<file path="config.mk">
export PLATFORM = sky130hd
export DESIGN_NAME = ascii_mnemonic_unescaper_top
export DESIGN_NICKNAME = d
export VERILOG_FILES = /design/src/hw/rtl/amu_pkg.sv /design/src/hw/rtl/ascii_mnemonic_unescaper_top.sv /design/src/hw/rtl/amu_front.sv /design/src/hw/rtl/amu_queue.sv /design/src/hw/rtl/amu_back.sv
export SDC_FILE = /design/constraint.sdc
export NUM_CORES = 1
export LEC_CHECK = 0
export BUFFER_PORTS_ARGS = -buffer_cell sky130_fd_sc_hd__buf_2
export CAP_MARGIN = 20
export CORE_MARGIN = 2
export CORE_UTILIZATION = 55
export DETAILED_ROUTE_END_ITERATION = 10
export PLACE_DENSITY = 0.69
export SKIP_LAST_GASP = 1
export SYNTH_ARGS = -nofsm -noshare
export SYNTH_HDL_FRONTEND = slang
export SYNTH_HIERARCHICAL = 1
export SYNTH_SLANG_ARGS = --single-unit
</file>
<file path="constraint.sdc">
create_clock -name clk_i -period 7.85 [get_ports clk_i]
set_input_delay 0.785 -clock clk_i [delete_from_list [all_inputs] [get_ports clk_i]]
set_output_delay 0.785 -clock clk_i [all_outputs]
set_load 0.02 [all_outputs]
</file>
<file path="src/hw/rtl/amu_pkg.sv">
// Package: shared types, constants and mnemonic tables of the mnemonic unescaper.
`default_nettype none
package amu_pkg;

  localparam int unsigned HOLD_DEPTH = 5;
  localparam int unsigned CNT_W      = 3;
  localparam int unsigned NAME_COUNT = 34;
  localparam int unsigned MASK_W     = NAME_COUNT + 1;
  localparam int unsigned HEX_BIT    = NAME_COUNT;
  localparam int unsigned QUEUE_DEPTH = 2;

  localparam logic [7:0] CHR_LT   = 8'h3C;
  localparam logic [7:0] CHR_GT   = 8'h3E;
  localparam logic [7:0] CHR_ZERO = 8'h30;
  localparam logic [7:0] CHR_X    = 8'h78;

  // three-letter text per name; two-letter names are padded with a space
  localparam logic [23:0] NAME_TXT [NAME_COUNT] = '{
    "NUL", "SOH", "STX", "ETX", "EOT", "ENQ", "ACK", "BEL",
    "BS ", "HT ", "LF ", "VT ", "FF ", "CR ", "SO ", "SI ",
    "DLE", "DC1", "DC2", "DC3", "DC4", "NAK", "SYN", "ETB",
    "CAN", "EM ", "SUB", "ESC", "FS ", "GS ", "RS ", "US ",
    "SP ", "DEL"
  };

  localparam logic [1:0] NAME_LEN [NAME_COUNT] = '{
    2'd3, 2'd3, 2'd3, 2'd3, 2'd3, 2'd3, 2'd3, 2'd3,
    2'd2, 2'd2, 2'd2, 2'd2, 2'd2, 2'd2, 2'd2, 2'd2,
    2'd3, 2'd3, 2'd3, 2'd3, 2'd3, 2'd3, 2'd3, 2'd3,
    2'd3, 2'd2, 2'd3, 2'd3, 2'd2, 2'd2, 2'd2, 2'd2,
    2'd2, 2'd3
  };

  localparam logic [7:0] NAME_VAL [NAME_COUNT] = '{
    8'd0,  8'd1,  8'd2,  8'd3,  8'd4,  8'd5,  8'd6,  8'd7,
    8'd8,  8'd9,  8'd10, 8'd11, 8'd12, 8'd13, 8'd14, 8'd15,
    8'd16, 8'd17, 8'd18, 8'd19, 8'd20, 8'd21, 8'd22, 8'd23,
    8'd24, 8'd25, 8'd26, 8'd27, 8'd28, 8'd29, 8'd30, 8'd31,
    8'd32, 8'h7F
  };

  // one queue entry: held bytes to flush literally, then an optional tail byte
  typedef struct packed {
    logic [CNT_W-1:0]                 cnt;
    logic [HOLD_DEPTH-1:0][7:0]       chars;
    logic                             tail_vld;
    logic [7:0]                       tail;
  } entry_t;

endpackage
`default_nettype wire

</file>
<file path="src/hw/rtl/ascii_mnemonic_unescaper_top.sv">
// Mnemonic unescaper top level: front end, command queue and byte emitter.
// A character is taken every cycle while the two-entry command queue has room.
// Each character that yields output becomes one command; the emitter sends one
// byte per cycle while the receiver is ready, so a command of k bytes (1 to 6) holds it until all k are sent.
// Plain text and completed mnemonics thus run at one character per cycle while the output is ready; a
// literal flush of held characters stalls the input once the queue fills.
`default_nettype none
module ascii_mnemonic_unescaper_top (
  input  wire logic       clk_i,
  input  wire logic       rst_ni,
  input  wire logic       in_valid_i,
  output logic            in_ready_o,
  input  wire logic [7:0] text_char_i,
  input  wire logic       end_of_text_i,
  output logic            out_valid_o,
  input  wire logic       out_ready_i,
  output logic [7:0]      out_byte_o,
  output logic            last_of_run_o
);

  logic            push;
  logic            push_ready;
  amu_pkg::entry_t push_data;
  logic            cmd_valid;
  amu_pkg::entry_t cmd;
  logic            cmd_pop;

  amu_front u_front (
    .clk_i         (clk_i),
    .rst_ni        (rst_ni),
    .in_valid_i    (in_valid_i),
    .in_ready_o    (in_ready_o),
    .text_char_i   (text_char_i),
    .end_of_text_i (end_of_text_i),
    .push_o        (push),
    .push_data_o   (push_data),
    .push_ready_i  (push_ready)
  );

  amu_queue u_queue (
    .clk_i        (clk_i),
    .rst_ni       (rst_ni),
    .push_i       (push),
    .push_data_i  (push_data),
    .push_ready_o (push_ready),
    .pop_valid_o  (cmd_valid),
    .pop_data_o   (cmd),
    .pop_i        (cmd_pop)
  );

  amu_back u_back (
    .clk_i         (clk_i),
    .rst_ni        (rst_ni),
    .cmd_valid_i   (cmd_valid),
    .cmd_i         (cmd),
    .cmd_pop_o     (cmd_pop),
    .out_valid_o   (out_valid_o),
    .out_ready_i   (out_ready_i),
    .out_byte_o    (out_byte_o),
    .last_of_run_o (last_of_run_o)
  );

endmodule
`default_nettype wire

</file>
<file path="src/hw/rtl/amu_front.sv">
// Front end: holds partial mnemonics, tracks candidate names, issues emit commands.
`default_nettype none
module amu_front (
  input  wire logic            clk_i,
  input  wire logic            rst_ni,
  input  wire logic            in_valid_i,
  output logic                 in_ready_o,
  input  wire logic [7:0]      text_char_i,
  input  wire logic            end_of_text_i,
  output logic                 push_o,
  output amu_pkg::entry_t      push_data_o,
  input  wire logic            push_ready_i
);

  logic [amu_pkg::HOLD_DEPTH-1:0][7:0] held_q, held_d;
  logic [amu_pkg::CNT_W-1:0]           cnt_q, cnt_d;
  logic [amu_pkg::MASK_W-1:0]          mask_q, mask_d;

  logic [amu_pkg::MASK_W-1:0] match;
  logic [amu_pkg::MASK_W-1:0] done_v;
  logic [amu_pkg::MASK_W-1:0] pre_v;
  logic                       done;
  logic                       pre;
  logic [7:0]                 done_val;
  logic [7:0]                 hex_val;
  logic [4:0]                 hi_dig;
  logic [4:0]                 lo_dig;
  logic                       accept;
  amu_pkg::entry_t            ent;

  function automatic logic [7:0] name_chr(input logic [23:0] txt,
                                          input logic [amu_pkg::CNT_W-1:0] pos);
    logic [7:0] r;
    case (pos)
      3'd1:    r = txt[23:16];
      3'd2:    r = txt[15:8];
      3'd3:    r = txt[7:0];
      default: r = 8'h00;
    endcase
    return r;
  endfunction

  function automatic logic [4:0] hex_dig(input logic [7:0] ch);
    logic [4:0] r;
    r = 5'h10;
    if (ch >= 8'h30 && ch <= 8'h39) begin
      r = {1'b0, 4'(ch - 8'h30)};
    end else if (ch >= 8'h41 && ch <= 8'h46) begin
      r = {1'b0, 4'(ch - 8'h37)};
    end
    return r;
  endfunction

  assign accept     = in_valid_i && push_ready_i;
  assign in_ready_o = push_ready_i;

  always_comb begin
    logic [amu_pkg::CNT_W-1:0] close_pos;
    logic [7:0]                want;
    logic [4:0]                hd;
    for (int i = 0; i < amu_pkg::NAME_COUNT; i++) begin
      close_pos = {1'b0, amu_pkg::NAME_LEN[i]} + 3'd1;
      want = (cnt_q == close_pos) ? amu_pkg::CHR_GT
                                  : name_chr(amu_pkg::NAME_TXT[i], cnt_q);
      match[i]  = mask_q[i] && (cnt_q <= close_pos) && (text_char_i == want);
      done_v[i] = match[i] && (cnt_q == close_pos);
      pre_v[i]  = match[i] && (cnt_q < close_pos);
    end
    hd = hex_dig(text_char_i);
    case (cnt_q)
      3'd1:    match[amu_pkg::HEX_BIT] = text_char_i == amu_pkg::CHR_ZERO;
      3'd2:    match[amu_pkg::HEX_BIT] = text_char_i == amu_pkg::CHR_X;
      3'd3:    match[amu_pkg::HEX_BIT] = !hd[4] && hd[3];
      3'd4:    match[amu_pkg::HEX_BIT] = !hd[4];
      3'd5:    match[amu_pkg::HEX_BIT] = text_char_i == amu_pkg::CHR_GT;
      default: match[amu_pkg::HEX_BIT] = 1'b0;
    endcase
    match[amu_pkg::HEX_BIT]  = match[amu_pkg::HEX_BIT] && mask_q[amu_pkg::HEX_BIT];
    done_v[amu_pkg::HEX_BIT] = match[amu_pkg::HEX_BIT] && (cnt_q == 3'd5);
    pre_v[amu_pkg::HEX_BIT]  = match[amu_pkg::HEX_BIT] && (cnt_q < 3'd5);
  end

  assign hi_dig  = hex_dig(held_q[3]);
  assign lo_dig  = hex_dig(held_q[4]);
  assign hex_val = {hi_dig[3:0], lo_dig[3:0]};

  always_comb begin
    done_val = 8'h00;
    for (int i = 0; i < amu_pkg::NAME_COUNT; i++) begin
      if (done_v[i]) begin
        done_val = done_val | amu_pkg::NAME_VAL[i];
      end
    end
    if (done_v[amu_pkg::HEX_BIT]) begin
      done_val = done_val | hex_val;
    end
  end

  assign done = |done_v;
  assign pre  = |pre_v;

  always_comb begin
    held_d       = held_q;
    cnt_d        = cnt_q;
    mask_d       = mask_q;
    ent.cnt      = '0;
    ent.chars    = held_q;
    ent.tail_vld = 1'b0;
    ent.tail     = text_char_i;
    if (cnt_q == '0) begin
      if (text_char_i == amu_pkg::CHR_LT) begin
        if (end_of_text_i) begin
          ent.tail_vld = 1'b1;
        end else begin
          held_d[0] = text_char_i;
          cnt_d     = 3'd1;
          mask_d    = '1;
        end
      end else begin
        ent.tail_vld = 1'b1;
      end
    end else if (done) begin
      ent.tail_vld = 1'b1;
      ent.tail     = done_val;
      cnt_d        = '0;
    end else if (pre && cnt_q < amu_pkg::CNT_W'(amu_pkg::HOLD_DEPTH)) begin
      if (end_of_text_i) begin
        ent.cnt      = cnt_q;
        ent.tail_vld = 1'b1;
        cnt_d        = '0;
      end else begin
        held_d[cnt_q] = text_char_i;
        cnt_d         = cnt_q + 3'd1;
        mask_d        = match;
      end
    end else begin
      ent.cnt = cnt_q;
      if (text_char_i == amu_pkg::CHR_LT && !end_of_text_i) begin
        held_d[0] = text_char_i;
        cnt_d     = 3'd1;
        mask_d    = '1;
      end else begin
        ent.tail_vld = 1'b1;
        cnt_d        = '0;
      end
    end
  end

  assign push_o      = accept && (ent.cnt != '0 || ent.tail_vld);
  assign push_data_o = ent;

  always_ff @(posedge clk_i or negedge rst_ni) begin
    if (!rst_ni) begin
      cnt_q  <= '0;
      mask_q <= '0;
    end else if (accept) begin
      cnt_q  <= cnt_d;
      mask_q <= mask_d;
    end
  end

  always_ff @(posedge clk_i) begin
    if (accept) begin
      held_q <= held_d;
    end
  end

endmodule
`default_nettype wire

</file>
<file path="src/hw/rtl/amu_queue.sv">
// Command queue: small register FIFO between front end and emitter.
`default_nettype none
module amu_queue (
  input  wire logic            clk_i,
  input  wire logic            rst_ni,
  input  wire logic            push_i,
  input  wire amu_pkg::entry_t push_data_i,
  output logic                 push_ready_o,
  output logic                 pop_valid_o,
  output amu_pkg::entry_t      pop_data_o,
  input  wire logic            pop_i
);

  localparam int unsigned PTR_W = $clog2(amu_pkg::QUEUE_DEPTH);

  amu_pkg::entry_t mem_q [amu_pkg::QUEUE_DEPTH];
  logic [PTR_W-1:0] wr_q, wr_d;
  logic [PTR_W-1:0] rd_q, rd_d;
  logic [PTR_W:0]   fill_q, fill_d;
  logic             do_push;
  logic             do_pop;

  assign push_ready_o = fill_q != (PTR_W+1)'(amu_pkg::QUEUE_DEPTH);
  assign pop_valid_o  = fill_q != '0;
  assign pop_data_o   = mem_q[rd_q];
  assign do_push      = push_i && push_ready_o;
  assign do_pop       = pop_i && pop_valid_o;

  always_comb begin
    wr_d   = wr_q;
    rd_d   = rd_q;
    fill_d = fill_q;
    if (do_push) begin
      wr_d = (wr_q == PTR_W'(amu_pkg::QUEUE_DEPTH - 1)) ? '0 : wr_q + 1'b1;
    end
    if (do_pop) begin
      rd_d = (rd_q == PTR_W'(amu_pkg::QUEUE_DEPTH - 1)) ? '0 : rd_q + 1'b1;
    end
    if (do_push && !do_pop) begin
      fill_d = fill_q + 1'b1;
    end else if (do_pop && !do_push) begin
      fill_d = fill_q - 1'b1;
    end
  end

  always_ff @(posedge clk_i or negedge rst_ni) begin
    if (!rst_ni) begin
      wr_q   <= '0;
      rd_q   <= '0;
      fill_q <= '0;
    end else begin
      wr_q   <= wr_d;
      rd_q   <= rd_d;
      fill_q <= fill_d;
    end
  end

  always_ff @(posedge clk_i) begin
    if (do_push) begin
      mem_q[wr_q] <= push_data_i;
    end
  end

endmodule
`default_nettype wire

</file>
<file path="src/hw/rtl/amu_back.sv">
// Emitter: steps through one command per run, one byte per transfer, into an output register.
`default_nettype none
module amu_back (
  input  wire logic            clk_i,
  input  wire logic            rst_ni,
  input  wire logic            cmd_valid_i,
  input  wire amu_pkg::entry_t cmd_i,
  output logic                 cmd_pop_o,
  output logic                 out_valid_o,
  input  wire logic            out_ready_i,
  output logic [7:0]           out_byte_o,
  output logic                 last_of_run_o
);

  logic [amu_pkg::CNT_W-1:0] idx_q, idx_d;
  logic                      ov_q;
  logic [7:0]                byte_q, byte_d;
  logic                      last_q, last_d;
  logic                      slot_free;
  logic                      step;

  assign slot_free = !ov_q || out_ready_i;
  assign step      = slot_free && cmd_valid_i;

  always_comb begin
    if (idx_q < cmd_i.cnt) begin
      byte_d = cmd_i.chars[idx_q];
      last_d = (idx_q + 3'd1 == cmd_i.cnt) && !cmd_i.tail_vld;
    end else begin
      byte_d = cmd_i.tail;
      last_d = 1'b1;
    end
    idx_d = last_d ? '0 : idx_q + 3'd1;
  end

  assign cmd_pop_o = step && last_d;

  always_ff @(posedge clk_i or negedge rst_ni) begin
    if (!rst_ni) begin
      idx_q <= '0;
      ov_q  <= 1'b0;
    end else begin
      if (step) begin
        idx_q <= idx_d;
      end
      if (slot_free) begin
        ov_q <= cmd_valid_i;
      end
    end
  end

  always_ff @(posedge clk_i) begin
    if (step) begin
      byte_q <= byte_d;
      last_q <= last_d;
    end
  end

  assign out_valid_o   = ov_q;
  assign out_byte_o    = byte_q;
  assign last_of_run_o = last_q;

endmodule
`default_nettype wire

</file>
---- Word-level counts from Yosys, hierarchy flattened ----
Memory sizes are Yosys's and may differ from the RTL's.
Cells that the tools add are included.
word-level totals
  input port bits ......................... 13
  bits in writable memories ............... 104
  output and inout bits ................... 11
  register bits after elaboration ......... 95
  memories kept ........................... 1
memories
  memory         words  bits a word  rd ports  clocked after memory_dff  write ports  RTL line         RTL
  u_queue.mem_q  2      52           1         0                         1            amu_queue.sv:16  amu_pkg::entry_t mem_q [amu_pkg::QUEUE_DEPTH];
operators by class
  magnitude comparators ................... 21
  eq/ne operators ......................... 50
  muxes and demuxes ....................... 218
  bitwise gates (word level) .............. 2
  reduce and logical (&&, ||, !) cells .... 178
  add/subtract/negate cells ............... 12
operator list
  cell                   count
  $pmux W7 S3            33
  $mux W35               19
  $eq A8 B7 Y1           34
  $mux W7                35
  $mux W40               6
  $mux W8                20
  $logic_and A1 B1 Y1    158
  $mux W3                33
  $mux W32               3
  $mux W5                19
  $reduce_or A35 Y1      2
  $mux W4                14
  $bwmux W40             1
  $mux W1                25
  $bmux W8 S3            1
  $demux W8 S3           1
  $eq A8 B6 Y1 const B   3
  $ge A8 B6 Y1 const B   3
  $ge A8 B7 Y1 const B   3
  $le A8 B6 Y1 const B   3
  $le A8 B7 Y1 const B   3
  $pmux W7 S2            1
  $sub A4 B1 Y4 const B  3
  $sub A4 B3 Y4 const B  3
  32 further kinds       55

---- Logic depth before layout (Yosys ltp) ----
Gate-level depths: netlist of run 1.
  word-level depth ........................ 44
  gate-level depth with buffers ........... 24
  gate-level depth less buffers ........... 18

---- Hierarchy ----
The synthesis of run 1 kept the hierarchy.
by module, submodules not included
  module     area an instance (um2)  cells an instance  sequential area each (um2)  instances
  amu_front  6,184.7                 705                2,152.1                     1
  amu_queue  4,197.8                 180                3,223.1                     1
  amu_back   950.9                   81                 370.4                       1

---- Least setup slack after synthesis of run 1 ----
OpenSTA, ideal clock, no wires.
  path type ............................... register -> register
  from .................................... register u_front/cnt_q[1] (netlist bit)
  to ...................................... memory u_queue/mem_q[0][0] (netlist bit), enable pin
  setup time .............................. 462 ps
  clock period less this slack ............ 6,550 ps
  data arrival time ....................... 6,089 ps
  path slack .............................. 1,300 ps
  stages on the path, launching flop included .. 20
  path through ............................ dfrtp_1 > buf_4 > buf_2 > buf_2 > inv_1 > ha_1 > buf_4 > nor2_1 > o221ai_1 > and4_1 > and4_1 > a211oi_1 > nand2_1 > o31a_1 > o211ai_2 > clkbuf_1 > o21bai_1 > o21ba_2 > nand2_1 > nor2_1
on the way
  cells in the longest elaborated chain, start to end .. 21
ends and longest elaborated chain
  element                                       RTL line                            RTL
  start, declared                               amu_front.sv:16                     logic [amu_pkg::CNT_W-1:0] cnt_q, cnt_d;
  start signal, assigned                        amu_front.sv:157                    cnt_q <= cnt_d;
  $eq A3 B1 Y1 or $eq A3 B2 Y1 (tied branches)  amu_front.sv:34, amu_front.sv:70
  $reduce_or A2 Y1 (no line)                    n/a
  $pmux W7 S2                                   amu_front.sv:34                     case (pos)
  $mux W7                                       amu_front.sv:63                     want = (cnt_q == close_pos) ? amu_pkg::CHR_GT
  $eq A8 B7 Y1                                  amu_front.sv:65                     match[i] = mask_q[i] && (cnt_q <= close_pos) && (text_char_i == want);
  $logic_and A1 B1 Y1                           amu_front.sv:65
  $logic_and A1 B1 Y1                           amu_front.sv:67                     pre_v[i] = match[i] && (cnt_q < close_pos);
  $reduce_or A35 Y1                             amu_front.sv:100                    assign pre = |pre_v;
  [... 5 more ...]                              n/a
  $mux W3 (2 in series)                         amu_front.sv:110                    if (cnt_q == '0) begin
  $reduce_bool A3 Y1                            amu_front.sv:149                    assign push_o = accept && (ent.cnt != '0 || ent.tail_vld);
  $logic_or A1 B1 Y1 (*)                        amu_front.sv:149
  $logic_and A1 B1 Y1 (*)                       amu_front.sv:149
  via push                                      ascii_mnemonic_unescaper_top.sv:21  logic push;
  $logic_and A1 B1 Y1 (*)                       amu_queue.sv:26                     assign do_push = push_i && push_ready_o;
  $mux W1 (*)                                   amu_queue.sv:59                     if (do_push) begin
  $mux W1 (implied by the code) (*)             amu_queue.sv:60                     mem_q[wr_q] <= push_data_i;
  end, declared                                 amu_queue.sv:16
The timed path passes the listed nets; every way through them passes the cells marked *. The select of a mux whose other input is x is not followed.

---- Final worst setup path of run 1 ----
  from .................................... register u_front/cnt_q[0] (netlist bit)
  to ...................................... register u_front.held_q (netlist bit u_front/push_data_o[39]), enable pin
on the way
  cells in the longest elaborated chain, start to end .. 11
ends and longest elaborated chain
  element                                       RTL line                          RTL
  $eq A3 B1 Y1 or $eq A3 B2 Y1 (tied branches)  amu_front.sv:34, amu_front.sv:70
  $reduce_or A2 Y1 (no line)                    n/a
  $pmux W7 S2                                   amu_front.sv:34
  $mux W7                                       amu_front.sv:63
  $eq A8 B7 Y1                                  amu_front.sv:65
  $logic_and A1 B1 Y1                           amu_front.sv:65
  $logic_and A1 B1 Y1                           amu_front.sv:67
  $reduce_or A35 Y1                             amu_front.sv:100
  $logic_and A1 B1 Y1                           amu_front.sv:126                  end else if (pre && cnt_q < amu_pkg::CNT_W'(amu_pkg::HOLD_DEPTH)) begin
  $reduce_bool A2 Y1 (no line)                  n/a
  $reduce_and A5 Y1 (no line) (*)               n/a
  end signal, assigned                          amu_front.sv:164                  held_q <= held_d;
  end, declared                                 amu_front.sv:15                   logic [amu_pkg::HOLD_DEPTH-1:0][7:0] held_q, held_d;
Every way passes the cells marked *; elsewhere a longest branch is shown, timed or not.
A chain may end at the register's enable or synchronous reset.

==> summary.md, run 1 <==
Run status
- status: finished clean

STA
- Post-Route Hold Slack: 0.455 ns
- smallest setup slack after layout: 1.82 ns
- pin slew with the least headroom to its limit: 1.09 ns
- Setup Viol. Count Final: 0
- total count of max-transition violations in the final report: 0
- setup repair after global routing missed its margin: no
- Final min period: 6.03 ns
- number of hold-slack violations in the final timing report: 0
- timing-limited maximum frequency: 166 MHz
- portion of the clock cycle consumed by the worst path in the final layout: 0.769
- Worst Clk Skew: 0.0168 ns
- remaining max-slew budget at the tightest pin: 0.272
- Sum Neg Setup Slack: 0 ns

Placement
- final weighted congestion in routability-driven placement: 0.970
- area post-placement: 11,500 sq um
- Port Buf Inserts: 23
- Cells after DPL: 1,210
- worst-case setup slack after placement: 1.96 ns
- hpwl dp: 19.2 mm

Global route
- initial antenna violation count: 0
- total overflow reported by the global router: 0
- number of global-route vias before repair: 7,598
- maximum number of pins on one net before global-route repair: 57
- global-route usage over all layers: 0.266
- global-route wire length before repair: 44.3 mm

Floorplanning
- area enclosed by the die boundary: 21,800 sq um
- die height: 148 microns
- Starting Density: 0.560
- Top-Level Pins: 24
- count of standard-cell rows: 52
- core area: 20,200 sq um
- Die X: 148 microns

Detailed routing
- total wirelength of the detailed-routed design: 28.2 mm
- number of antenna-violating nets in the routed design: 0
- detailed-route vias per instance: 6.39
- first-pass iteration count of the detailed router: 7
- routed length per placed instance: 22.7 microns
- DRC violation total after the first TritonRoute iteration: 882
- DRC violation count after routing: 0
- number of vias in the routed layout: 7,942

Power
- peak ir drop on the vdd network: 0.176 mV
- PwrDens: 355 nW/um^2
- Power, Total: 4.31 mW
- static power due to leakage: 4.53 nW

Critical path
- start point of the critical path: u_front/cnt_q[0]
- worst-case register-to-register setup slack: 1.82 ns
- CP Launch Type: flip-flop
- worst path buffer plus inverter count: 0
- Required @ worst endpoint: 7.91 ns
- depth of the most critical reg-to-reg path: 12
- CP arrival: 6.09 ns
- crit-path most repeated cell: ha_1
- sort of element at the end of the critical path: flip-flop
- Critical R2R Capture: u_front/push_data_o[39]
- slowest cell on the critical path: nor3_1
- crit path cell chain: ha_1 > ha_1 > o21ai_1 > o21ai_2 > xor2_2 > nor4b_1 > nor4_1 > a21oi_1 > nor4_2 > nand2b_1 > or3_1 > nor3_1
- worst r2r src: u_front/cnt_q[0]
- classification of the worst setup path: flip-flop to flip-flop
- largest driver fanout on the critical path: 23
- peak per-stage delay on the critical path: 0.88 ns
- CP delay by family, top: simple AND/OR/NAND/NOR gates

Synthesis
- share of flip-flops with an asynchronous set or reset: 0.231
- post-synth net total: 995
- Post-Synthesis Cell Area: 11,300 sq um
- count of unique library cells instantiated by Yosys: 94
- number of flip-flops and latches in the synthesized netlist: 199
- part of the Yosys area used for sequential elements: 0.507
- EDFF count, synth: 153
- mean instance size in the synthesized netlist: 11.7 sq um
- synthesized instance count: 966
- most used flip-flop cell after synthesis: edfxtp_1
- Warnings, synthesis: 6

Clocking
- CTS clock-pin slew for the worst setup and hold paths: 0.08 ns
- Longest Clk Path Bufs: 2
- count of H-tree levels built during CTS: 4
- number of buffers added by the clock tree synthesis step: 17
- Sink Count: 199
- clock tree from TritonCTS: done
- Clock Latency Late Sink: 0.44 ns
- cell chosen for the clock root: clkbuf_16
- Post-CTS Resized: 0
- setup fix buffers added after clock tree synthesis: 0
- Post-CTS Hold Fix Bufs: 0

Finish
- Final Instance Area: 12,100 sq um
- number of antenna diodes: 0
- final cell count without fillers: 1,243
- share of final-layout standard cells stronger than drive strength 1: 0.180
- net total in the final layout: 989
- area added between synthesis and finish: 6.95%
- fraction of the core area covered by cells at the end of the flow: 0.599

Job
- reported max-cap violation count: 0

Min path
- worst hold start: u_front/push_data_o[12]
- Endpoint, Worst Hold: u_queue/mem_q[1][12]
- Hold Crit Class: flip-flop to flip-flop
- Min-Delay Path Depth: 0

==> worst max path at each step <==
stage                              end  slack (ns)  cells past startpoint
2_1_floorplan      u_queue/mem_q[0][0]        1.30                     19
3_3_place_gp   u_front/push_data_o[37]        2.13                     13
3_5_place_dp   u_front/push_data_o[38]        1.96                     13
4_1_cts        u_front/push_data_o[37]        1.91                     13
5_1_grt        u_front/push_data_o[39]        1.44                     13
6_report       u_front/push_data_o[39]        1.82                     12
==> logic make-up after synthesis <==
logic type                 count (synthesis)  share of synthesized area
AOI/OAI and AO/OA                        198                      0.125
and+or+nand+nor                          308                      0.149
DFF                                      199                      0.507
muxes                                     96                      0.117
buffers and inverters                    112                     0.0542
adders and majority gates                 16                     0.0177
xor gates and xnor gates                  37                     0.0306
==> final cells by class <==
type,count,area (sq um)
Clock buffer,17,425
Clock inverter,15,219
Fill cell,1626,8110
Inverter,51,191
Multi-Input combinational cell,655,4980
Sequential cell,199,5750
Tap cell,270,338
Timing Repair Buffer,36,218
==> cell usage after synthesis (13+ instances only) <==
master / number / share of area
edfxtp_1: 153 / 0.41
nor2_1: 73 / 0.024
nand2_1: 52 / 0.017
mux2_4: 51 / 0.068
a21oi_1: 48 / 0.021
inv_1: 48 / 0.016
dfrtp_1: 46 / 0.10
mux2i_1: 31 / 0.027
nor3_1: 31 / 0.014
o21ai_0: 29 / 0.013
buf_2: 27 / 0.012
xnor2_1: 20 / 0.015
nand3_1: 18 / 0.0079
ha_1: 16 / 0.018
xor2_1: 15 / 0.012
clkbuf_1: 13 / 0.0043
nand2b_1: 13 / 0.0072
nand4_1: 13 / 0.0072
nor2b_1: 13 / 0.0072
==> cells in the final DEF (no fill, tap or decap), types with 11 or more instances in the layout <==
cell       synthesis  layout
buf_2             27      23
xor2_1            15      15
dfrtp_1           46      44
clkbuf_16          0      17
or3_1             12      12
nand4_1           13      13
o21ai_0           29      29
buf_4              7      12
edfxtp_1         153     153
a21oi_1           48      48
xnor2_1           20      20
nor3_1            31      31
nor2_1            73      72
mux2i_1           31      31
nand2b_1          13      13
nor2b_1           13      13
inv_1             48      48
mux2_4            51      51
ha_1              16      16
and3_1            12      11
nand2_1           52      52
nor4_1            12      12
nand3_1           18      18
==> layer usage <==
layer / track usage / share of wire
met1: 0.370 / 0.44
met3: 0.0380 / 0.052
met4: 0.0913 / 0.029
met2: 0.432 / 0.48
met5: 0 / 0
==> state kept, by name (all words and copies together) (netlist names) <==
| register | cells |
|---|---|
| u_queue/fill_q | 2 |
| u_back/idx_q | 3 |
| u_back/out_valid_o | 1 |
| u_front/cnt_q | 3 |
| u_queue/mem_q | 104 |
| u_back/last_of_run_o | 1 |
| u_front/mask_q | 35 |
| u_queue/wr_q | 1 |
| u_front/push_data_o | 40 |
| u_queue/rd_q | 1 |
| u_back/out_byte_o | 8 |
==> where the power goes <==
part	switching, mW	total [mW]	internal, mW
combinational	1.04	1.76	0.721
sequential	0.161	1.62	1.46
clock	0.452	0.924	0.472
total	1.66	4.31	2.65
No activity file was read; power rests on OpenSTA's default activity.
==> inputs of run 2 (changes only) <==
Settings changed: PLACE_DENSITY 0.69 to 0.72.
Clock period 7.85 ns to 5.3 ns, I/O delays scaled along.
==> run 2 against run 1 <==
Compared with the run above: critical path depth is 2 higher; flip-flop and latch count stayed put; register-to-register slack worse by 1.5 ns; critical endpoint is now u_front/push_data_o[26].
==> summary.md, run 2 (same netlist as run 1, synthesis figures left out) <==
Run status
- status: finished clean, unchanged

Floorplanning
- Die X: 148 microns, unchanged
- core area: 20,200 sq um, unchanged
- Starting Density: 0.560, unchanged
- Top-Level Pins: 24, unchanged
- die height: 148 microns, unchanged
- count of standard-cell rows: 52, unchanged
- area enclosed by the die boundary: 21,800 sq um, unchanged

STA
- portion of the clock cycle consumed by the worst path in the final layout: 0.947, was 0.769
- pin slew with the least headroom to its limit: 0.918 ns, was 1.09 ns
- Setup Viol. Count Final: 0, unchanged
- timing-limited maximum frequency: 199 MHz, was 166 MHz
- Sum Neg Setup Slack: 0 ns, unchanged
- smallest setup slack after layout: 0.281 ns, was 1.82 ns
- remaining max-slew budget at the tightest pin: 0.372, was 0.272
- setup repair after global routing missed its margin: no, unchanged
- Worst Clk Skew: 0.00936 ns, was 0.0168 ns
- Final min period: 5.02 ns, was 6.03 ns
- number of hold-slack violations in the final timing report: 0, unchanged
- total count of max-transition violations in the final report: 0, unchanged

Detailed routing
- DRC violation count after routing: 0, unchanged
- number of vias in the routed layout: 8,044, was 7,942
- total wirelength of the detailed-routed design: 28.2 mm, about the same
- detailed-route vias per instance: 6.34, was 6.39
- routed length per placed instance: 22.2 microns, was 22.7 microns
- number of antenna-violating nets in the routed design: 0, unchanged
- DRC violation total after the first TritonRoute iteration: 853, was 882
- first-pass iteration count of the detailed router: 6, was 7

Finish
- most common cell after layout, fill and taps aside: edfxtp_1, unchanged
- area added between synthesis and finish: 8.88%, was 6.95%
- register containing the most flip-flops in the final layout: u_queue/mem_q, unchanged
- max reg flops: 104, unchanged
- multi-input combinational cell area: 4990 sq um, was 4980 sq um
- FF+latch area: 5750 sq um, unchanged
- net total in the final layout: 1,015, was 989
- share of final-layout standard cells stronger than drive strength 1: 0.203, was 0.180
- fill cell count: 1,595, was 1,626
- leading cell types in the layout, fill and taps excluded: 153 x edfxtp_1, 72 x nor2_1, 52 x nand2_1, unchanged
- number of antenna diodes: 0, unchanged

Clocking
- Longest Clk Path Bufs: 2, unchanged
- number of buffers added by the clock tree synthesis step: 17, unchanged
- count of H-tree levels built during CTS: 4, unchanged
- Clock Latency Late Sink: 0.44 ns, about the same
- CTS clock-pin slew for the worst setup and hold paths: 0.08 ns, about the same
- Post-CTS Hold Fix Bufs: 0, unchanged
- clock tree from TritonCTS: done, unchanged
- cell chosen for the clock root: clkbuf_16, unchanged
- Sink Count: 199, unchanged
- Post-CTS Resized: 0, unchanged
- setup fix buffers added after clock tree synthesis: 0, unchanged

Power
- peak ir drop on the vdd network: 0.237 mV, was 0.176 mV
- switching power as a share of total power: 0.385, about the same
- PwrDens: 519 nW/um^2, was 355 nW/um^2
- sequential group share of total power: 0.371, was 0.376
- share of total power in combinational logic: 0.423, was 0.410
- static power due to leakage: 4.66 nW, was 4.53 nW
- cell internal power dissipation: 3.94 mW, was 2.65 mW
- power share of the clock group: 0.206, was 0.215
- switching power total: 2.46 mW, was 1.66 mW

Critical path
- classification of the worst setup path: flip-flop to flip-flop, unchanged
- crit path cell chain: buf_4 > ha_1 > mux2i_1 > xnor2_1 > and3b_1 > and4_1 > nor4_1 > a41oi_1 > buf_4 > nor4_2 > nand2b_1 > or3_1 > nor4_2 > buf_4, was ha_1 > ha_1 > o21ai_1 > o21ai_2 > xor2_2 > nor4b_1 > nor4_1 > a21oi_1 > nor4_2 > nand2b_1 > or3_1 > nor3_1
- slowest cell on the critical path: or3_1, was nor3_1
- Required @ worst endpoint: 5.44 ns, was 7.91 ns
- peak per-stage delay on the critical path: 0.61 ns, was 0.88 ns
- largest driver fanout on the critical path: 27, was 23
- sort of element at the end of the critical path: flip-flop, unchanged
- crit-path most repeated cell: buf_4, was ha_1
- CP arrival: 5.16 ns, was 6.09 ns
- CP Launch Type: flip-flop, unchanged

Placement
- hpwl dp: 19.7 mm, was 19.2 mm
- Port Buf Inserts: 23, unchanged
- final weighted congestion in routability-driven placement: 1.01, was 0.970
- worst-case setup slack after placement: 0.203 ns, was 1.96 ns

Global route
- initial antenna violation count: 0, unchanged
- met1 GRT Util: 0.362, was 0.370
- met2 routing resource usage after global routing: 0.439, was 0.432
- global-route wire length before repair: 44.6 mm, was 44.3 mm
- total overflow reported by the global router: 0, unchanged
- global route hottest layer: met2, unchanged
- global-route usage over all layers: 0.269, was 0.266
- maximum number of pins on one net before global-route repair: 57, unchanged
- GR met3 Demand/Resource: 0.0438, was 0.0380
- number of global-route vias before repair: 7,910, was 7,598

Min path
- Hold Crit Class: input port to asynchronous set/reset pin, was flip-flop to flip-flop

Job
- reported max-cap violation count: 0, unchanged

-- run 2: worst paths after layout --
| path | end | cells after the start | slack, ns | startpoint |
|---|---|---|---|---|
| max | u_front/push_data_o[26] | 14 | 0.28 | u_front/cnt_q[1] |
| min | u_back/idx_q[1] | 2 | 0.18 | rst_ni |
| max reg2reg | u_front/push_data_o[26] | 14 | 0.28 | u_front/cnt_q[1] |
| min reg2reg | u_queue/mem_q[0][18] | 0 | 0.44 | u_front/push_data_o[18] |
| max in group asynchronous | u_front/cnt_q[2] | 2 | 4.60 | rst_ni |
| min in group clk_i | u_back/out_valid_o | 3 | 0.41 | out_ready_i |
-- run 2: worst max-delay path, delay by kind of cell (launching register included) --
family	cells	cell delay (ns)
flip-flops	1	0.39
multiplexers	1	0.30
AO/OA/AOI/OAI	1	0.20
AND/OR/NAND/NOR	7	2.16
buffers and inverters	3	0.78
adder cells (fa/ha/maj)	1	0.56
XOR/XNOR	1	0.32
-- run 2: power by group through the flow --
| stage | combinational (mW) | clock, mW | sequential [mW] |
|---|---|---|---|
| after detailed placement | 2.68 | 0 | 2.40 |
| after global routing | 2.94 | 1.41 | 2.42 |
| final | 2.71 | 1.32 | 2.37 |
| after CTS | 2.70 | 1.34 | 2.38 |
| after global placement | 2.66 | 0 | 2.39 |
| after floorplan | 2.12 | 0 | 2.35 |
-- run 2: per-layer routing --
| layer | wire length [microns] | up-vias |
|---|---|---|
| li1 | - | 3665 |
| met1 | 11800 | 3908 |
| met2 | 13500 | 397 |
| met3 | 1920 | 74 |
| met4 | 962 | 0 |
| met5 | 0 | - |
-- run 2: through the flow --
step / std cells / total power [mW] / hold WS [ns] / util / cell area, sq um
after detailed placement: 1236 / 5.09 / 0.430 / 0.578 / 11700
after floorplan: 966 / 4.48 / 0.234 / - / 11300
after global placement: 1236 / 5.04 / 0.423 / 0.578 / 11700
final: 1269 / 6.40 / 0.183 / 0.610 / 12300
after global routing: 1269 / 6.77 / 0.271 / 0.610 / 12300
after CTS: 1268 / 6.42 / 0.233 / 0.609 / 12300
-- run 2: final cells by class --
| class | instances | share of cell area |
|---|---|---|
| Multi-Input combinational cell | 655 | 0.404 |
| Clock buffer | 17 | 0.0345 |
| Tap cell | 270 | 0.0274 |
| Clock inverter | 15 | 0.0158 |
| Timing Repair Buffer | 62 | 0.0365 |
| Inverter | 51 | 0.0155 |
| Sequential cell | 199 | 0.466 |
==> inputs of run 3 (changes only) <==
Settings changed: CAP_MARGIN 20 to 30, CTS_BUF_LIST set to sky130_fd_sc_hd__clkbuf_8 sky130_fd_sc_hd__clkbuf_16, SYNTH_HIERARCHICAL 1 to unset.
==> run 3 against run 2 <==
Compared with the run above: die area is 4.1% lower; global-route usage is 2.5 points higher; critical endpoint is now u_front.push_data_o[26]; final cell count is 0.47% higher; highest routed layer unchanged; register-to-register slack better by 0.05 ns; setup slack better by 0.048 ns; hold slack better by 0.0055 ns; count of clock-buffer cells in the layout stayed put.
==> summary.md, run 3 <==
Placement
- final weighted congestion in routability-driven placement: 1.01, about the same
- Port Buf Inserts: 23, unchanged
- hpwl dp: 20.3 mm, was 19.7 mm
- worst-case setup slack after placement: 0.423 ns, was 0.203 ns

Power
- PwrDens: 390 nW/um^2, was 519 nW/um^2
- peak ir drop on the vdd network: 0.251 mV, was 0.237 mV
- static power due to leakage: 4.43 nW, was 4.66 nW
- Power, Total: 4.71 mW, was 6.40 mW

Detailed routing
- routed length per placed instance: 23.1 microns, was 22.2 microns
- first-pass iteration count of the detailed router: 5, was 6
- number of antenna-violating nets in the routed design: 0, unchanged
- DRC violation count after routing: 0, unchanged
- DRC violation total after the first TritonRoute iteration: 976, was 853
- number of vias in the routed layout: 8,278, was 8,044
- detailed-route vias per instance: 6.49, was 6.34
- total wirelength of the detailed-routed design: 29.4 mm, was 28.2 mm

Global route
- initial antenna violation count: 0, unchanged
- number of global-route vias before repair: 7,894, was 7,910
- global-route usage over all layers: 0.294, was 0.269
- total overflow reported by the global router: 0, unchanged
- maximum number of pins on one net before global-route repair: 66, was 57
- global-route wire length before repair: 45.5 mm, was 44.6 mm

STA
- portion of the clock cycle consumed by the worst path in the final layout: 0.938, was 0.947
- smallest setup slack after layout: 0.329 ns, was 0.281 ns
- Worst Clk Skew: 0.0145 ns, was 0.00936 ns
- Sum Neg Setup Slack: 0 ns, unchanged
- Final min period: 4.97 ns, was 5.02 ns
- remaining max-slew budget at the tightest pin: 0.431, was 0.372
- number of hold-slack violations in the final timing report: 0, unchanged
- pin slew with the least headroom to its limit: 0.842 ns, was 0.918 ns
- setup repair after global routing missed its margin: no, unchanged
- timing-limited maximum frequency: 201 MHz, was 199 MHz
- Setup Viol. Count Final: 0, unchanged
- total count of max-transition violations in the final report: 0, unchanged

Synthesis
- number of flip-flops and latches in the synthesized netlist: 199, unchanged
- Warnings, synthesis: 0, was 6
- most numerous cell in the Yosys netlist: edfxtp_1, unchanged
- synthesized instance count: 973, was 966
- Area contributors post-synth: edfxtp_1 42%, dfrtp_1 11%, mux4_2 3.3%, was edfxtp_1 41%, dfrtp_1 10%, mux2_4 6.8%
- share of flip-flops with an asynchronous set or reset: 0.231, unchanged
- count of unique library cells instantiated by Yosys: 82, was 94
- most used flip-flop cell after synthesis: edfxtp_1, unchanged
- post-synth net total: 1,004, was 995
- mean instance size in the synthesized netlist: 11.2 sq um, was 11.7 sq um
- fraction of synthesized cell area taken by the top area cell type: 0.423, was 0.405
- top cells by count, synth: 153 x edfxtp_1, 88 x nor2_1, 60 x nand2_1, was 153 x edfxtp_1, 73 x nor2_1, 52 x nand2_1
- Post-Synthesis Cell Area: 10,900 sq um, was 11,300 sq um
- part of the Yosys area used for sequential elements: 0.529, was 0.507
- EDFF count, synth: 153, unchanged
- cell taking the most area after synthesis: edfxtp_1, unchanged

Clocking
- count of H-tree levels built during CTS: 4, unchanged
- clock tree from TritonCTS: done, unchanged
- Sink Count: 199, unchanged
- CTS clock-pin slew for the worst setup and hold paths: 0.08 ns, about the same
- Clock Latency Late Sink: 0.44 ns, about the same
- number of buffers added by the clock tree synthesis step: 17, unchanged
- Longest Clk Path Bufs: 2, unchanged
- setup fix buffers added after clock tree synthesis: 0, unchanged
- cell chosen for the clock root: clkbuf_16, unchanged

Floorplanning
- Top-Level Pins: 24, unchanged
- area enclosed by the die boundary: 20,900 sq um, was 21,800 sq um
- count of standard-cell rows: 51, was 52
- core area: 19,400 sq um, was 20,200 sq um
- Die X: 144 microns, was 148 microns
- die height: 144 microns, was 148 microns
- Starting Density: 0.559, was 0.560

Finish
- net total in the final layout: 1,028, was 1,015
- register containing the most flip-flops in the final layout: u_queue.mem_q, was u_queue/mem_q
- max reg flops: 104, unchanged
- most common cell after layout, fill and taps aside: edfxtp_1, unchanged
- fraction of the core area covered by cells at the end of the flow: 0.621, was 0.610
- share of final-layout standard cells stronger than drive strength 1: 0.153, was 0.203
- leading cell types in the layout, fill and taps excluded: 153 x edfxtp_1, 86 x nor2_1, 60 x nand2_1, was 153 x edfxtp_1, 72 x nor2_1, 52 x nand2_1
- number of antenna diodes: 0, unchanged
- area added between synthesis and finish: 11.1%, was 8.88%

Job
- reported max-cap violation count: 0, unchanged

Critical path
- classification of the worst setup path: flip-flop to flip-flop, unchanged
- slowest cell on the critical path: or4b_1, was or3_1
- Required @ worst endpoint: 5.44 ns, about the same
- CP Launch Type: flip-flop, unchanged
- crit-path most repeated cell: buf_4, unchanged
- crit path cell chain: inv_1 > ha_1 > buf_4 > a211oi_1 > o221ai_2 > or4b_1 > nor3_1 > a221oi_1 > nand3_1 > o31a_1 > buf_4 > and4_1 > nand3_1 > nor2_1 > buf_4, was buf_4 > ha_1 > mux2i_1 > xnor2_1 > and3b_1 > and4_1 > nor4_1 > a41oi_1 > buf_4 > nor4_2 > nand2b_1 > or3_1 > nor4_2 > buf_4
- sort of element at the end of the critical path: flip-flop, unchanged
- peak per-stage delay on the critical path: 0.62 ns, was 0.61 ns
- largest driver fanout on the critical path: 24, was 27
- CP arrival: 5.11 ns, was 5.16 ns

Min path
- Hold Crit Class: input port to asynchronous set/reset pin, unchanged

Run status
- status: finished clean, unchanged

==> run 3: cell type report <==
class                           count  area (sq um)
Multi-Input combinational cell    678          4680
Clock buffer                       17           425
Clock inverter                     15           231
Sequential cell                   199          5750
Timing Repair Buffer               74           532
Fill cell                        1593          7350
Tap cell                          265           332
Inverter                           27           101
==> run 3: final timing paths <==
path | from | to | slack [ns] | depth (start not counted)
setup / recovery | u_front.cnt_q[0] | u_front.push_data_o[26] | 0.33 | 15
hold / removal | rst_ni | u_front.cnt_q[1] | 0.19 | 2
setup reg to reg | u_front.cnt_q[0] | u_front.push_data_o[26] | 0.33 | 15
hold reg to reg | u_front.push_data_o[16] | u_queue.mem_q[1][16] | 0.45 | 0
max in group asynchronous | rst_ni | u_front.cnt_q[2] | 4.63 | 2
min in group clk_i | out_ready_i | u_back.out_valid_o | 0.36 | 3
==> run 3: through the flow <==
stage,instances,instance area [sq um],hold WS (ns)
floorplan,973,10900,0.234
global placement,1241,11400,0.423
detailed placement,1242,11400,0.434
CTS,1274,12000,0.234
global route,1275,12100,0.266
finish,1275,12100,0.188
==> run 3: worst max-delay path, delay by kind of cell, from the launching register on <==
kind / cells / cell delay, ns
simple gates: 6 / 1.91
buf+inv: 4 / 0.93
compound gates: 4 / 0.85
flops: 1 / 0.55
fa+ha+maj: 1 / 0.41
==> run 3: where the power goes <==
group / switching [mW] / internal, mW / total, mW
clock network: 0.662 / 0.744 / 1.41
logic: 0.698 / 0.485 / 1.18
registers: 0.124 / 1.99 / 2.12
total: 1.48 / 3.22 / 4.71
==> run 3: layer usage <==
layer | share of wire | vias up | track usage | routed length, microns
li1 | - | 3781 | - | -
met1 | 0.42 | 4027 | 0.393 | 12300
met2 | 0.48 | 382 | 0.483 | 14000
met3 | 0.063 | 88 | 0.0397 | 1840
met4 | 0.046 | 0 | 0.128 | 1340
met5 | 0 | - | 0 | 0
==> run 3: cell families after synthesis <==
logic type                 share of synthesized area
muxes                                         0.0664
adders and majority gates                     0.0208
xor gates and xnor gates                      0.0346
AOI/OAI and AO/OA                              0.157
DFF                                            0.529
buffers and inverters                         0.0407
and+or+nand+nor                                0.151
==> run 3: timing repair <==
item / 4_1_cts / 5_1_grt
endpoints found under the setup margin: 0 / 2
resized for setup: 0 / 1
hold buffers: 0 / 0
